**src/hw/rtl/pdh_pkg.sv**
```systemverilog
// Package for the presence detector with hold-off.
// Sizes, state codes and the configuration/result types shared by all modules.
// No dependencies.
`default_nettype none

package pdh_pkg;

    localparam int NUM_SENSORS = 5;
    localparam int COUNT_WIDTH = 16;

    localparam int LEVEL_W  = 5;
    localparam int TICKS_W  = 16;
    localparam int CIDX_W   = 8;
    localparam int CDATA_W  = 16;
    localparam int CMP_W    = (COUNT_WIDTH > TICKS_W) ? COUNT_WIDTH : TICKS_W;

    localparam logic [LEVEL_W-1:0] SENSOR_MASK =
        (NUM_SENSORS >= LEVEL_W) ? {LEVEL_W{1'b1}}
                                 : LEVEL_W'((64'd1 << NUM_SENSORS) - 64'd1);

    localparam logic [COUNT_WIDTH-1:0] COUNT_MAX = {COUNT_WIDTH{1'b1}};

    // register indexes
    localparam logic [CIDX_W-1:0] REG_SENSOR_ENABLE = 8'd0;
    localparam logic [CIDX_W-1:0] REG_ACTIVE_LEVEL  = 8'd1;
    localparam logic [CIDX_W-1:0] REG_WAIT_TICKS    = 8'd2;
    localparam logic [CIDX_W-1:0] REG_RELEASE_TICKS = 8'd3;

    // per-beat state codes
    localparam logic [1:0] ST_IDLE  = 2'd0;
    localparam logic [1:0] ST_NEW   = 2'd1;
    localparam logic [1:0] ST_TRACK = 2'd2;
    localparam logic [1:0] ST_REL   = 2'd3;

    typedef struct packed {
        logic [LEVEL_W-1:0] sensor_enable;
        logic               active_level;
        logic [TICKS_W-1:0] wait_ticks;
        logic [TICKS_W-1:0] release_ticks;
    } cfg_t;

    typedef struct packed {
        logic [LEVEL_W-1:0] detect_mask;
        logic               unknown_flag;
        logic [1:0]         state_code;
    } result_t;

endpackage

`default_nettype wire

```
**src/hw/rtl/pdh_cfg.sv**
```systemverilog
// Configuration register bank for the presence detector.
// Depends on pdh_pkg.
`default_nettype none

module pdh_cfg (
    input  wire logic                  clk,
    input  wire logic                  rst_n,
    input  wire logic                  wr_en,
    input  wire logic [pdh_pkg::CIDX_W-1:0]  wr_index,
    input  wire logic [pdh_pkg::CDATA_W-1:0] wr_data,
    output pdh_pkg::cfg_t              cfg
);
    import pdh_pkg::*;

    cfg_t cfg_reg;
    cfg_t cfg_next;

    always_comb
    begin
        cfg_next = cfg_reg;
        if (wr_en)
        begin
            case (wr_index)
                REG_SENSOR_ENABLE: cfg_next.sensor_enable = wr_data[LEVEL_W-1:0];
                REG_ACTIVE_LEVEL:  cfg_next.active_level  = wr_data[0];
                REG_WAIT_TICKS:    cfg_next.wait_ticks    = wr_data[TICKS_W-1:0];
                REG_RELEASE_TICKS: cfg_next.release_ticks = wr_data[TICKS_W-1:0];
                default:           cfg_next = cfg_reg;
            endcase
        end
    end

    always_ff @(posedge clk or negedge rst_n)
    begin
        if (!rst_n)
        begin
            cfg_reg.sensor_enable <= {LEVEL_W{1'b1}};
            cfg_reg.active_level  <= 1'b1;
            cfg_reg.wait_ticks    <= '0;
            cfg_reg.release_ticks <= '0;
        end
        else
        begin
            cfg_reg <= cfg_next;
        end
    end

    assign cfg = cfg_reg;

endmodule

`default_nettype wire

```
**src/hw/rtl/pdh_core.sv**
```systemverilog
// Detection state machine with debounce and release counters.
// Computes one result per step from registered levels; depends on pdh_pkg.
`default_nettype none

module pdh_core (
    input  wire logic                    clk,
    input  wire logic                    rst_n,
    input  wire logic                    step,
    input  wire logic [pdh_pkg::LEVEL_W-1:0] levels,
    input  wire pdh_pkg::cfg_t           cfg,
    output pdh_pkg::result_t             result,
    output logic                         tracking
);
    import pdh_pkg::*;

    typedef enum logic {PH_IDLE, PH_TRACK} phase_t;

    phase_t                 phase_reg, phase_next;
    logic [COUNT_WIDTH-1:0] detect_count_reg, detect_count_next;
    logic [COUNT_WIDTH-1:0] release_count_reg, release_count_next;

    logic [LEVEL_W-1:0]     hit;
    logic [LEVEL_W-1:0]     det;
    logic [TICKS_W-1:0]     rel_m1;
    logic [COUNT_WIDTH-1:0] reload;
    logic [1:0]             tick;
    logic                   is_track;

    assign is_track = (phase_reg == PH_TRACK);

    always_comb
    begin
        hit    = cfg.active_level ? levels : ~levels;
        det    = hit & cfg.sensor_enable & SENSOR_MASK;
        rel_m1 = (cfg.release_ticks == '0) ? '0 : cfg.release_ticks - 1'b1;
        if (CMP_W'(rel_m1) > CMP_W'(COUNT_MAX))
            reload = COUNT_MAX;
        else
            reload = COUNT_WIDTH'(rel_m1);

        tick               = is_track ? ST_TRACK : ST_IDLE;
        detect_count_next  = detect_count_reg;
        release_count_next = release_count_reg;

        if (det != '0)
        begin
            if (!is_track)
            begin
                if (CMP_W'(detect_count_reg) >= CMP_W'(cfg.wait_ticks))
                begin
                    tick               = ST_NEW;
                    release_count_next = reload;
                end
                else if (detect_count_reg != COUNT_MAX)
                begin
                    detect_count_next = detect_count_reg + 1'b1;
                end
            end
            else
            begin
                release_count_next = reload;
            end
        end
        else
        begin
            if (release_count_reg == '0)
            begin
                if (is_track)
                    tick = ST_REL;
            end
            else
            begin
                release_count_next = release_count_reg - 1'b1;
            end
            detect_count_next = '0;
        end

        if (tick == ST_NEW || tick == ST_TRACK)
        begin
            result.detect_mask  = det;
            result.unknown_flag = (det == '0);
            phase_next          = PH_TRACK;
        end
        else
        begin
            result.detect_mask  = '0;
            result.unknown_flag = 1'b0;
            phase_next          = PH_IDLE;
        end
        result.state_code = tick;
    end

    always_ff @(posedge clk or negedge rst_n)
    begin
        if (!rst_n)
        begin
            phase_reg         <= PH_IDLE;
            detect_count_reg  <= '0;
            release_count_reg <= '0;
        end
        else if (step)
        begin
            phase_reg         <= phase_next;
            detect_count_reg  <= detect_count_next;
            release_count_reg <= release_count_next;
        end
    end

    assign tracking = is_track;

endmodule

`default_nettype wire

```
**src/hw/rtl/presence_detect_with_holdoff.sv**
```systemverilog
// Top level of the presence detector with hold-off.
// Input beat register, result register and handshakes; uses pdh_cfg, pdh_core, pdh_pkg.
//
// Usage:
//   s_* carries one sample beat per tick: s_tdata[4:0] sensor levels.
//   m_* returns one result beat per sample: m_tdata[4:0] detect mask,
//   m_tuser[0] unknown flag, m_tuser[2:1] state code (idle, new, tracking,
//   released).
//   cfg_* writes a register by index (0 sensor enable, 1 active level,
//   2 wait ticks, 3 release ticks); always ready, other indexes are dropped.
//   Write registers only while no sample is in flight.
// Path: a sample is accepted into the input register, then the state machine
//   step moves it into the result register, which drives m_*.
// Throughput: one beat per cycle while no result is held; the state machine and
//   both counters update in the same cycle as a beat moves to the result register.
// Reset: counters cleared, state idle, registers at defaults, no beats held.
// Stall: a held result blocks the stage behind it; with both stages full,
//   s_tready drops until m_tready returns.
`default_nettype none

module presence_detect_with_holdoff (
    input  wire logic       clk,
    input  wire logic       rst_n,
    input  wire logic       s_tvalid,
    output logic            s_tready,
    input  wire logic [7:0] s_tdata,   // [4:0] sensor_levels
    output logic            m_tvalid,
    input  wire logic       m_tready,
    output logic [7:0]      m_tdata,   // [4:0] detect_mask
    output logic [2:0]      m_tuser,   // [0] unknown_flag, [2:1] state_code
    input  wire logic       cfg_valid,
    output logic            cfg_ready,
    input  wire logic [pdh_pkg::CIDX_W-1:0]  cfg_index,
    input  wire logic [pdh_pkg::CDATA_W-1:0] cfg_data
);
    import pdh_pkg::*;

    cfg_t               cfg;
    result_t            result;
    logic               tracking;

    logic               in_valid_reg;
    logic [LEVEL_W-1:0] in_levels_reg;
    logic               out_valid_reg;
    result_t            out_reg;

    logic               out_free;
    logic               step;
    logic               s_fire;

    assign cfg_ready = 1'b1;
    assign out_free  = !out_valid_reg || m_tready;
    assign step      = in_valid_reg && out_free;
    assign s_tready  = !in_valid_reg || out_free;
    assign s_fire    = s_tvalid && s_tready;

    pdh_cfg u_cfg (
        .clk      (clk),
        .rst_n    (rst_n),
        .wr_en    (cfg_valid && cfg_ready),
        .wr_index (cfg_index),
        .wr_data  (cfg_data),
        .cfg      (cfg)
    );

    pdh_core u_core (
        .clk      (clk),
        .rst_n    (rst_n),
        .step     (step),
        .levels   (in_levels_reg),
        .cfg      (cfg),
        .result   (result),
        .tracking (tracking)
    );

    always_ff @(posedge clk or negedge rst_n)
    begin
        if (!rst_n)
        begin
            in_valid_reg  <= 1'b0;
            out_valid_reg <= 1'b0;
        end
        else
        begin
            if (s_fire)
                in_valid_reg <= 1'b1;
            else if (step)
                in_valid_reg <= 1'b0;

            if (step)
                out_valid_reg <= 1'b1;
            else if (m_tready)
                out_valid_reg <= 1'b0;
        end
    end

    always_ff @(posedge clk)
    begin
        if (s_fire)
            in_levels_reg <= s_tdata[LEVEL_W-1:0];
        if (step)
            out_reg <= result;
    end

    assign m_tvalid = out_valid_reg;
    assign m_tdata  = {{(8 - LEVEL_W){1'b0}}, out_reg.detect_mask};
    assign m_tuser  = {out_reg.state_code, out_reg.unknown_flag};

    a_unknown_empty: assert property (@(posedge clk) disable iff (!rst_n)
        m_tvalid && m_tuser[0] |-> m_tdata[4:0] == '0)
        else $error("unknown flag with non-empty mask");

    a_release_quiet: assert property (@(posedge clk) disable iff (!rst_n)
        m_tvalid && (m_tuser[2:1] == ST_REL || m_tuser[2:1] == ST_IDLE)
        |-> m_tdata[4:0] == '0 && !m_tuser[0])
        else $error("idle or release beat carries detection data");

    a_new_enters_track: assert property (@(posedge clk) disable iff (!rst_n)
        step && (result.state_code == ST_NEW || result.state_code == ST_TRACK)
        |=> tracking)
        else $error("detection beat did not leave the block tracking");

    a_stall_only_full: assert property (@(posedge clk) disable iff (!rst_n)
        !s_tready |-> in_valid_reg && m_tvalid && !m_tready)
        else $error("input stalled without a full pipeline");

endmodule

`default_nettype wire
```
**config.mk**
```make
export PLATFORM = sky130hd
export DESIGN_NAME = presence_detect_with_holdoff
export DESIGN_NICKNAME = d
export VERILOG_FILES = /design/src/hw/rtl/pdh_pkg.sv /design/src/hw/rtl/pdh_cfg.sv /design/src/hw/rtl/pdh_core.sv /design/src/hw/rtl/presence_detect_with_holdoff.sv
export SDC_FILE = /design/constraint.sdc
export NUM_CORES = 1
export LEC_CHECK = 0
export ABC_AREA = 1
export BUFFER_PORTS_ARGS = -buffer_cell sky130_fd_sc_hd__buf_2
export CAP_MARGIN = 15
export CORE_UTILIZATION = 25
export CTS_BUF_LIST = sky130_fd_sc_hd__clkbuf_4
export CTS_CLUSTER_SIZE = 25
export DETAILED_ROUTE_END_ITERATION = 10
export GPL_TIMING_DRIVEN = 0
export PLACE_DENSITY = 0.4
export SYNTH_ARGS = -nofsm -noshare
export SYNTH_HDL_FRONTEND = slang
export SYNTH_HIERARCHICAL = 1
export SYNTH_SLANG_ARGS = --single-unit
```
**constraint.sdc**
```tcl
create_clock -name clk -period 2.2 [get_ports clk]
set_input_delay 0.22 -clock clk [delete_from_list [all_inputs] [get_ports clk]]
set_output_delay 0.22 -clock clk [all_outputs]
set_load 0.005 [all_outputs]
```
==> summary.txt, run 1 <==
Power and ir drop
  • VDD IR max: 0.300 mV
  • PD cells: 701 nW/um^2
  • P_leak: 3.52 nW

Logic synthesis
  • Most numerous cell in the Yosys netlist: nand2_1
  • Syn Area/Cell: 7.08 sq um
  • Mapped cell area: 5620 sq um
  • Post-synth EDFFs: 13
  • Top cell type's share of synthesized area: 0.298
  • Main area contributors after synthesis: dfrtp_1 30%, nand2_1 20%, nand3_1 9.4%
  • Post-synth top cells: 297 x nand2_1, 106 x nand3_1, 80 x inv_1, 76 x nor2_1, 67 x dfrtp_1
  • Asr flop ratio synth: 0.849
  • Post-synthesis instance total: 794
  • Netlist cell types: 35
  • Synth area leader: dfrtp_1
  • Yosys warnings: 6
  • Dominant synthesized flop cell: dfrtp_1
  • Flops & latches, synth: 86
  • Sequential area share after synthesis: 0.396

Worst setup path
  • Type of the worst setup path: reg2reg
  • CP Capture Type: register
  • CP Data Arrival Time: 2.45 ns
  • CP cell instances: inv_2, nand2_1, nand3_1, nand2_2, inv_1, nand4_1, nand2_1, inv_4, nand2_8, buf_8, nand2_1, nand2_1
  • CP max stage cell: dfstp_2
  • Critical Path Stages: 12
  • Critical-path maximum fanout: 10
  • Most common cell on crit path: nand2_1
  • Worst setup SP type: register
  • Cell family with most CP delay: simple AND/OR/NAND/NOR gates
  • Req. time, crit path: 2.57 ns
  • FF-to-FF path depth: 12
  • Slowest cell delay on critical path: 0.64 ns
  • CP Buf/Inv Count: 4

STA
  • # setup viols final: 0
  • Final hold viol count: 0
  • RSZ-0062 raised after global routing: yes
  • Fin. max-slew vios: 0
  • Achievable Freq: 483 MHz
  • Worst-margin pin slew: 0.571 ns
  • Fin Hold WS: 0.0351 ns
  • Worst-case clock skew: 0.0412 ns
  • Final worst-path cycle share: 0.941
  • Slew HR: 0.618
  • Tmin final: 2.07 ns

Drt
  • Vias post-DR: 5,057
  • ANT nets after route: 0
  • First drt pass iteration count: 7
  • DR WL/cell: 13.5 um
  • Post-Route WL: 15.8 mm
  • DRT iter0 DRCs: 237
  • Residual DRC: 4
  • Routed vias/inst: 4.31

Place
  • DP Area: 6230 sq um
  • GP Congestion: 0.785
  • Number of I/O port buffers: 43
  • DP Wirelength: 12.2 mm

Global route
  • Vias in the first global route: 4,857
  • Global route overflow: 0
  • Antenna violations before repair: 1
  • First-pass GRT wire length: 26.3 mm
  • Largest net degree at the start of global routing: 50
  • GRT Util Overall: 0.144

Finish
  • Share of cells above drive strength 1: 0.163
  • Nets@finish: 943
  • Layout area overhead: 20.8%
  • Fin area: 6790 sq um
  • Max reg flops: 38

Die
  • Top-Level Pins: 51
  • Core Area: 22,000 sq um
  • Die Area: 23,100 sq um
  • Initial Utilization: 0.256
  • Die width: 152 um
  • Die Span Y: 152 um
  • FP Rows: 54

CTS
  • # H-tree levels: 3
  • CTS root buffer: clkbuf_4
  • CTS Sinks: 86
  • CTS tree: yes
  • Clock Path Buffers: 2
  • Clk Latency, worst-skew pair: 0.50 ns
  • CTS clk-pin slew, worst paths: 0.20 ns
  • Inserted Clock Buffers: 9

Status
  • Outcome: finished, violations left
  • Failing checks: design-rule violations

Job
  • MaxCap Viol Count: 0

Worst hold path
  • WHS Path Cells: 4
  • HP Class: in2reg
[logic make-up after synthesis]
group           synth area share
simple gates               0.415
buf+inv                   0.0877
flops                      0.396
compound gates            0.0347
fa+ha+maj                 0.0423
xor+xnor                  0.0234
other cells              0.00134
[final timing paths]
path	startpoint	endpoint	slack, ns
setup / recovery	u_cfg/cfg[32]$_DFFE_PN1P_	u_core/release_count_reg[12]$_DFFE_PN0P_	0.13
hold / removal	cfg_index[1]	u_cfg/cfg[33]$_DFFE_PN1P_	0.04
setup reg to reg	u_cfg/cfg[32]$_DFFE_PN1P_	u_core/release_count_reg[12]$_DFFE_PN0P_	0.13
hold reg to reg	u_cfg/cfg[33]$_DFFE_PN1P_	u_cfg/cfg[33]$_DFFE_PN1P_	0.49
max in group asynchronous	rst_n	u_cfg/cfg[36]$_DFFE_PN1P_	1.42
min in group asynchronous	rst_n	u_core/release_count_reg[11]$_DFFE_PN0P_	0.19
[tightest hold or removal path, delay by kind of cell]
kind | cells | cell delay [ns]
buf+inv | 1 | 0.11
simple gates | 3 | 0.24
[routing by layer]
| layer | wire [um] | global-route usage |
|---|---|---|
| met5 | 0 | 0 |
| met4 | 216 | 0.0374 |
| met3 | 488 | 0.0268 |
| met2 | 6920 | 0.226 |
| met1 | 8180 | 0.204 |
[layout make-up]
class                           instances  area [sq um]
Multi-Input combinational cell        601          2980
Timing Repair Buffer                   80           581
Sequential cell                        86          2230
Tap cell                              280           350
Clock inverter                          7          72.6
Antenna cell                            1          2.50
Fill cell                            2444         15200
Buffer                                 24           185
Inverter                               85           322
Clock buffer                            9          67.6
[power by group]
part | switching [mW] | total [mW] | leakage [nW] | internal, mW
combinational | 1.10 | 1.76 | 2.35 | 0.665
clock | 0.689 | 0.958 | 0.0741 | 0.269
sequential | 0.210 | 2.03 | 1.09 | 1.82
total | 2.00 | 4.75 | 3.52 | 2.76
[cells in the final DEF (no fill, tap or decap), types with 2 or more instances in the layout]
cell	Yosys	layout
xor2_1	10	10
nor2_1	76	73
nand2_2	4	6
inv_6	0	3
nand3b_1	12	12
nor2_2	3	4
ha_1	19	18
inv_1	80	78
nand3_2	5	5
o21ai_0	13	13
edfxtp_1	13	13
inv_8	0	2
clkbuf_4	0	10
nand4_1	7	7
nand2_1	297	293
nor3_1	4	4
nor2_4	3	5
a21oi_1	15	15
dlygate4sd3_1	0	26
buf_6	5	4
or2_2	4	4
nand2_4	5	5
inv_2	5	6
buf_4	10	22
buf_2	7	47
nand3_1	106	105
nand2_8	0	2
clkbuf_2	0	2
o21bai_1	2	2
dfrtp_1	67	66
conb_1	2	4
xnor2_1	5	5
dfstp_2	6	6
[through the flow]
stage / setup WS, ns / std cells / power (mW) / setup TNS, ns / utilization
after floorplan: 0.315 / 796 / 3.21 / 0 / -
after global routing: -0.0213 / 1173 / 5.20 / -0.0756 / 0.309
after detailed placement: -0.127 / 1121 / 3.70 / -0.733 / 0.284
after global placement: -0.351 / 1119 / 3.70 / -6.66 / 0.282
final: 0.129 / 1173 / 4.75 / 0 / 0.309
after CTS: 0.0280 / 1163 / 4.75 / 0 / 0.303
[timing repair]
action / 4_1_cts / 5_1_grt
resized for setup: 6 / 21
setup buffers: 0 / 9
hold endpoints to repair: 81 / 0
pin swaps: 1 / 5
setup endpoints to repair: 28 / 36
hold buffers: 26 / 0
Note: power is estimated with default switching activity, not from simulation.
==> run 2, diff against run 1 <==
ABC_AREA = default   (was 1)
RECOVER_POWER = 50   (was default)
==> summary.txt, run 2 <==
Status
  • Outcome: finished, violations left
  • Failing checks: max-capacitance violations, max-slew violations, negative setup slack

Drt
  • DR WL/cell: 16.7 um
  • Vias post-DR: 4,280
  • Top Metal Used: met4
  • Met3 Wirelength: 520 um
  • Met2 wire len: 6.92 mm
  • M1 WL: 7.06 mm
  • Post-Route WL: 14.8 mm
  • DRT iter0 DRCs: 237
  • ANT nets after route: 0
  • Residual DRC: 0
  • Routed vias/inst: 4.83
  • First drt pass iteration count: 4

Logic synthesis
  • Post-synthesis instance total: 490
  • Mapped cell area: 5070 sq um
  • Syn Area/Cell: 10.4 sq um
  • Netlist cell types: 78
  • Yosys warnings: 6
  • Synth area leader: dfrtp_1
  • Dominant synthesized flop cell: dfrtp_1
  • Post-synth EDFFs: 13
  • Flops & latches, synth: 86
  • Sequential area share after synthesis: 0.438
  • Most numerous cell in the Yosys netlist: dfrtp_1
  • Post-synth top cells: 67 x dfrtp_1, 38 x nor2_1, 34 x inv_1, 30 x mux2_2, 29 x o21ai_0
  • Asr flop ratio synth: 0.849
  • Main area contributors after synthesis: dfrtp_1 33%, edfxtp_1 7.7%, mux2_2 6.7%
  • Top cell type's share of synthesized area: 0.330

CTS
  • CTS Sinks: 86
  • CTS root buffer: clkbuf_4
  • CTS clk-pin slew, worst paths: 0.15 ns
  • # H-tree levels: 3
  • Clock Path Buffers: 2
  • CTS tree: yes
  • Clk Latency, worst-skew pair: 0.47 ns
  • Inserted Clock Buffers: 9

Finish
  • Nets@finish: 670
  • Commonest non-fill, non-tap cell in the layout: dfrtp_1
  • Most frequent cells in the layout: 63 x dfrtp_1, 46 x buf_2, 41 x buf_4
  • Non-Filler Instances: 886
  • Share of cells above drive strength 1: 0.430
  • Max reg flops: 38
  • Fillcell total: 2,046
  • Layout area overhead: 35.7%

Global route
  • Global route overflow: 0
  • GRT Util Overall: 0.151
  • Vias in the first global route: 4,198
  • Antenna violations before repair: 2
  • Largest net degree at the start of global routing: 43
  • First-pass GRT wire length: 23.4 mm

Power and ir drop
  • Sw Pwr: 1.80 mW
  • P_leak: 2.98 nW
  • Final Power: 4.73 mW
  • Clock power frac: 0.185
  • PD cells: 687 nW/um^2
  • Sequential Power Share: 0.429
  • Combinational share of power: 0.386
  • VDD IR max: 0.385 mV
  • Internal power: 2.93 mW
  • Net Sw Frac: 0.380

Die
  • Top-Level Pins: 51
  • FP Rows: 51
  • Die Span Y: 144 um
  • Core Area: 19,700 sq um
  • Die Area: 20,900 sq um
  • Initial Utilization: 0.258
  • Die width: 144 um

STA
  • Final worst-path cycle share: 1.12
  • Fin Hold WS: 0.0332 ns
  • Fin worst setup slack: -0.274 ns
  • Tmin final: 2.47 ns
  • RSZ-0062 raised after global routing: yes
  • # setup viols final: 36
  • Fin. max-slew vios: 33
  • Slew HR: -0.192
  • Worst-margin pin slew: 1.79 ns
  • Achievable Freq: 404 MHz
  • Worst-case clock skew: 0.0177 ns
  • Final hold viol count: 0

Job
  • MaxCap Viol Count: 1

Worst hold path
  • Min-Delay Endpoint: u_cfg/cfg[18]$_DFFE_PN0P_
  • HP Class: in2reg
  • WHS Path Cells: 2
  • HP Start: cfg_data[2]

Worst setup path
  • FF-to-FF path depth: 11
  • R2R Path Start: u_core/detect_count_reg[0]$_DFFE_PN0P_
  • Slowest cell delay on critical path: 0.46 ns
  • CP Buf/Inv Count: 3
  • Critical-path maximum fanout: 6
  • Req. time, crit path: 2.56 ns
  • CP cell instances: inv_2, ha_4, nand2b_4, a2111o_1, nand3_2, buf_6, and4b_4, buf_6, nand3_4, o311ai_2, o21ai_1
  • CP Capture Type: register
  • Most common cell on crit path: buf_6
  • Worst R2R End: u_core/detect_count_reg[15]$_DFFE_PN0P_
  • CP Data Arrival Time: 2.83 ns
  • Cell family with most CP delay: compound AO/OA/AOI/OAI gates
  • Type of the worst setup path: reg2reg
  • CP max stage cell: dfrtp_2
  • Worst R2R Setup Slack: -0.27 ns
  • Worst setup SP type: register

Place
  • Dpl cells: 801
  • Number of I/O port buffers: 43
  • DP Wirelength: 10.8 mm
  • Pre-CTS WS: -0.662 ns
  • GP Congestion: 0.795
run 2: kinds of logic after synthesis:
group           Yosys count  synth area share
buf+inv                  55            0.0503
simple gates            171             0.206
compound gates           99             0.129
other cells               2           0.00148
flops                    86             0.438
mux                      42             0.100
xor+xnor                 16            0.0276
fa+ha+maj                19            0.0468
run 2: worst max-delay path by stage:
stage	startpoint	end	slack, ns	cells past startpoint
2_1_floorplan	u_core/detect_count_reg[0]$_DFFE_PN0P_	u_core/detect_count_reg[6]$_DFFE_PN0P_	-0.02	10
3_3_place_gp	u_core/detect_count_reg[13]$_DFFE_PN0P_	u_core/release_count_reg[6]$_DFFE_PN0P_	-0.57	8
3_5_place_dp	u_core/detect_count_reg[13]$_DFFE_PN0P_	u_core/release_count_reg[6]$_DFFE_PN0P_	-0.66	8
4_1_cts	u_core/detect_count_reg[0]$_DFFE_PN0P_	u_core/detect_count_reg[8]$_DFFE_PN0P_	-0.28	11
5_1_grt	u_core/detect_count_reg[12]$_DFFE_PN0P_	u_core/detect_count_reg[7]$_DFFE_PN0P_	-0.44	11
6_report	u_core/detect_count_reg[0]$_DFFE_PN0P_	u_core/detect_count_reg[15]$_DFFE_PN0P_	-0.27	11
run 2: final cells by class:
type	instances	area [sq um]	share of cell area
Clock inverter	7	57.6	0.00836
Timing Repair Buffer	111	856	0.124
Clock buffer	9	67.6	0.00981
Sequential cell	86	2230	0.324
Multi-Input combinational cell	351	3060	0.444
Tap cell	265	332	0.0481
Buffer	21	156	0.0227
Antenna cell	2	5.00	0.000727
Inverter	34	128	0.0185
run 2: what timing repair did:
item	4_1_cts	5_1_grt
hold buffers	20	1
pin swaps	31	14
gates cloned	2	0
gates resized for setup	89	37
buffers inserted	32	12
endpoints found under the hold margin	56	1
setup endpoints to repair	39	40
run 2: stage by stage:
step	TNS, ns	util	area [sq um]
floorplan	-0.0374	-	5130
global placement	-15.09	0.289	5680
detailed placement	-15.58	0.290	5710
CTS	-5.39	0.338	6640
global route	-13.39	0.350	6890
finish	-5.32	0.350	6890
run 2: power by group through the flow:
| stage | clock [mW] | combinational, mW | sequential [mW] |
|---|---|---|---|
| 5_1_grt | 0.983 | 1.98 | 2.06 |
| 6_report | 0.873 | 1.83 | 2.03 |
| 4_1_cts | 0.925 | 1.63 | 2.02 |
| 2_1_floorplan | 0 | 0.876 | 1.98 |
| 3_3_place_gp | 0 | 1.22 | 2.03 |
| 3_5_place_dp | 0 | 1.23 | 2.04 |
run 2: metal layers:
metal,GRT usage,vias to the layer above
met3,0.0295,20
met4,0.0548,0
met2,0.238,101
met5,0,-
met1,0.203,2104
li1,-,2055
==> run 3, diff against run 2 <==
PLACE_DENSITY = default   (was 0.4)
SETUP_SLACK_MARGIN = 0.15   (was default)
==> summary.txt, run 3 (synthesis results as in run 2) <==
Die
  • Top-Level Pins: 51
  • Die Span Y: 144 um
  • Initial Utilization: 0.258
  • FP Rows: 51
  • Core Area: 19,700 sq um
  • Die Area: 20,900 sq um
  • Die width: 144 um

Finish
  • Layout area overhead: 30.2%
  • Share of cells above drive strength 1: 0.403
  • Nets@finish: 646
  • Most frequent cells in the layout: 64 x dfrtp_1, 45 x buf_2, 35 x nor2_1
  • Max reg flops: 38
  • Fin area: 6610 sq um
  • Final core occ: 0.336
  • Commonest non-fill, non-tap cell in the layout: dfrtp_1

Global route
  • Vias in the first global route: 3,988
  • Antenna violations before repair: 1
  • Global route overflow: 0
  • GRT Util Overall: 0.134
  • First-pass GRT wire length: 21.4 mm
  • Largest net degree at the start of global routing: 56

Drt
  • Top Metal Used: met4
  • Met3 Wirelength: 573 um
  • ANT nets after route: 0
  • M1 WL: 6.15 mm
  • Vias post-DR: 4,186
  • Post-Route WL: 13.2 mm
  • Met2 wire len: 6.28 mm
  • DRT iter0 DRCs: 233
  • Residual DRC: 0
  • Routed vias/inst: 4.86
  • First drt pass iteration count: 4
  • DR WL/cell: 15.4 um

STA
  • RSZ-0062 raised after global routing: yes
  • Worst-case clock skew: 0.0282 ns
  • Tmin final: 2.48 ns
  • Slew HR: 0.325
  • Final worst-path cycle share: 1.13
  • Worst-margin pin slew: 1.01 ns
  • Fin. max-slew vios: 0
  • Fin Hold WS: 0.0232 ns
  • Achievable Freq: 403 MHz
  • # setup viols final: 37
  • Fin worst setup slack: -0.281 ns
  • Fin Setup TNS: -6.11 ns
  • Final hold viol count: 0

CTS
  • Inserted Clock Buffers: 9
  • CTS root buffer: clkbuf_4
  • CTS tree: yes
  • Clock Path Buffers: 2
  • Clk Latency, worst-skew pair: 0.46 ns
  • CTS clk-pin slew, worst paths: 0.16 ns
  • # H-tree levels: 3
  • CTS Sinks: 86

Worst setup path
  • Worst setup SP type: register
  • Req. time, crit path: 2.56 ns
  • CP Capture Type: register
  • Critical-path maximum fanout: 9
  • Type of the worst setup path: reg2reg
  • CP Data Arrival Time: 2.84 ns
  • Worst R2R Setup Slack: -0.28 ns

Place
  • Pre-CTS WS: -0.398 ns
  • GP Congestion: 0.862
  • Number of I/O port buffers: 43
  • DP Wirelength: 9.58 mm
  • DP Area: 5790 sq um

Status
  • Failing checks: negative setup slack
  • Outcome: finished, violations left

Power and ir drop
  • PD cells: 725 nW/um^2
  • VDD IR max: 0.296 mV
  • P_leak: 2.82 nW

Job
  • MaxCap Viol Count: 0

Worst hold path
  • HP Class: in2reg
[run 3: per-stage QoR]
step / power, mW / cells
floorplan: 2.92 / 492
global placement: 3.29 / 800
detailed placement: 3.31 / 801
CTS: 4.62 / 847
global route: 5.06 / 861
finish: 4.79 / 861
[run 3: per-layer routing]
metal  vias up  GRT usage
met3        16     0.0195
met2       133      0.213
met5         -          0
met4         0     0.0482
li1       2007          -
met1      2030      0.183
[run 3: path summary, 6_finish.rpt]
path,endpoint,from,depth (start not counted)
max in group asynchronous,u_cfg/cfg[16]$_DFFE_PN0P_,rst_n,3
worst max-delay path,u_core/detect_count_reg[11]$_DFFE_PN0P_,u_core/detect_count_reg[13]$_DFFE_PN0P_,10
worst max register to register,u_core/detect_count_reg[11]$_DFFE_PN0P_,u_core/detect_count_reg[13]$_DFFE_PN0P_,10
min in group asynchronous,u_core/release_count_reg[1]$_DFFE_PN0P_,rst_n,2
worst min-delay path,u_cfg/cfg[21]$_DFFE_PN0P_,cfg_data[5],2
worst min register to register,u_cfg/cfg[31]$_DFFE_PN0P_,u_cfg/cfg[31]$_DFFE_PN0P_,1
[run 3: power by group]
part / switching (mW) / internal, mW / total, mW
Clock: 0.590 / 0.467 / 1.06
Sequential: 0.225 / 1.81 / 2.04
Combinational: 0.916 / 0.781 / 1.70
Total: 1.73 / 3.06 / 4.79
[run 3: layout make-up]
| type | count | area, sq um |
|---|---|---|
| Multi-Input combinational cell | 351 | 2980 |
| Clock buffer | 9 | 67.6 |
| Buffer | 21 | 158 |
| Antenna cell | 1 | 2.50 |
| Fill cell | 2027 | 13000 |
| Timing Repair Buffer | 87 | 612 |
| Sequential cell | 86 | 2230 |
| Clock inverter | 7 | 96.3 |
| Inverter | 34 | 128 |
| Tap cell | 265 | 332 |
[run 3: what timing repair did]
item,4_1_cts,5_1_grt
hold buffers,12,3
setup endpoints to repair,39,40
endpoints found under the hold margin,81,5
pin swaps,11,19
buffers inserted,17,10
gates cloned,1,0
gates resized for setup,61,33
[run 3: critical path: stages, from the launching register on]
cell and delay, ns:
dfrtp_2 0.49, ha_4 0.24, a211oi_2 0.17, nor2_1 0.08, nor4_2 0.37, nand4b_1 0.20, buf_6 0.19, buf_4 0.13
o41ai_2 0.19, a21oi_1 0.11, a31o_1 0.22
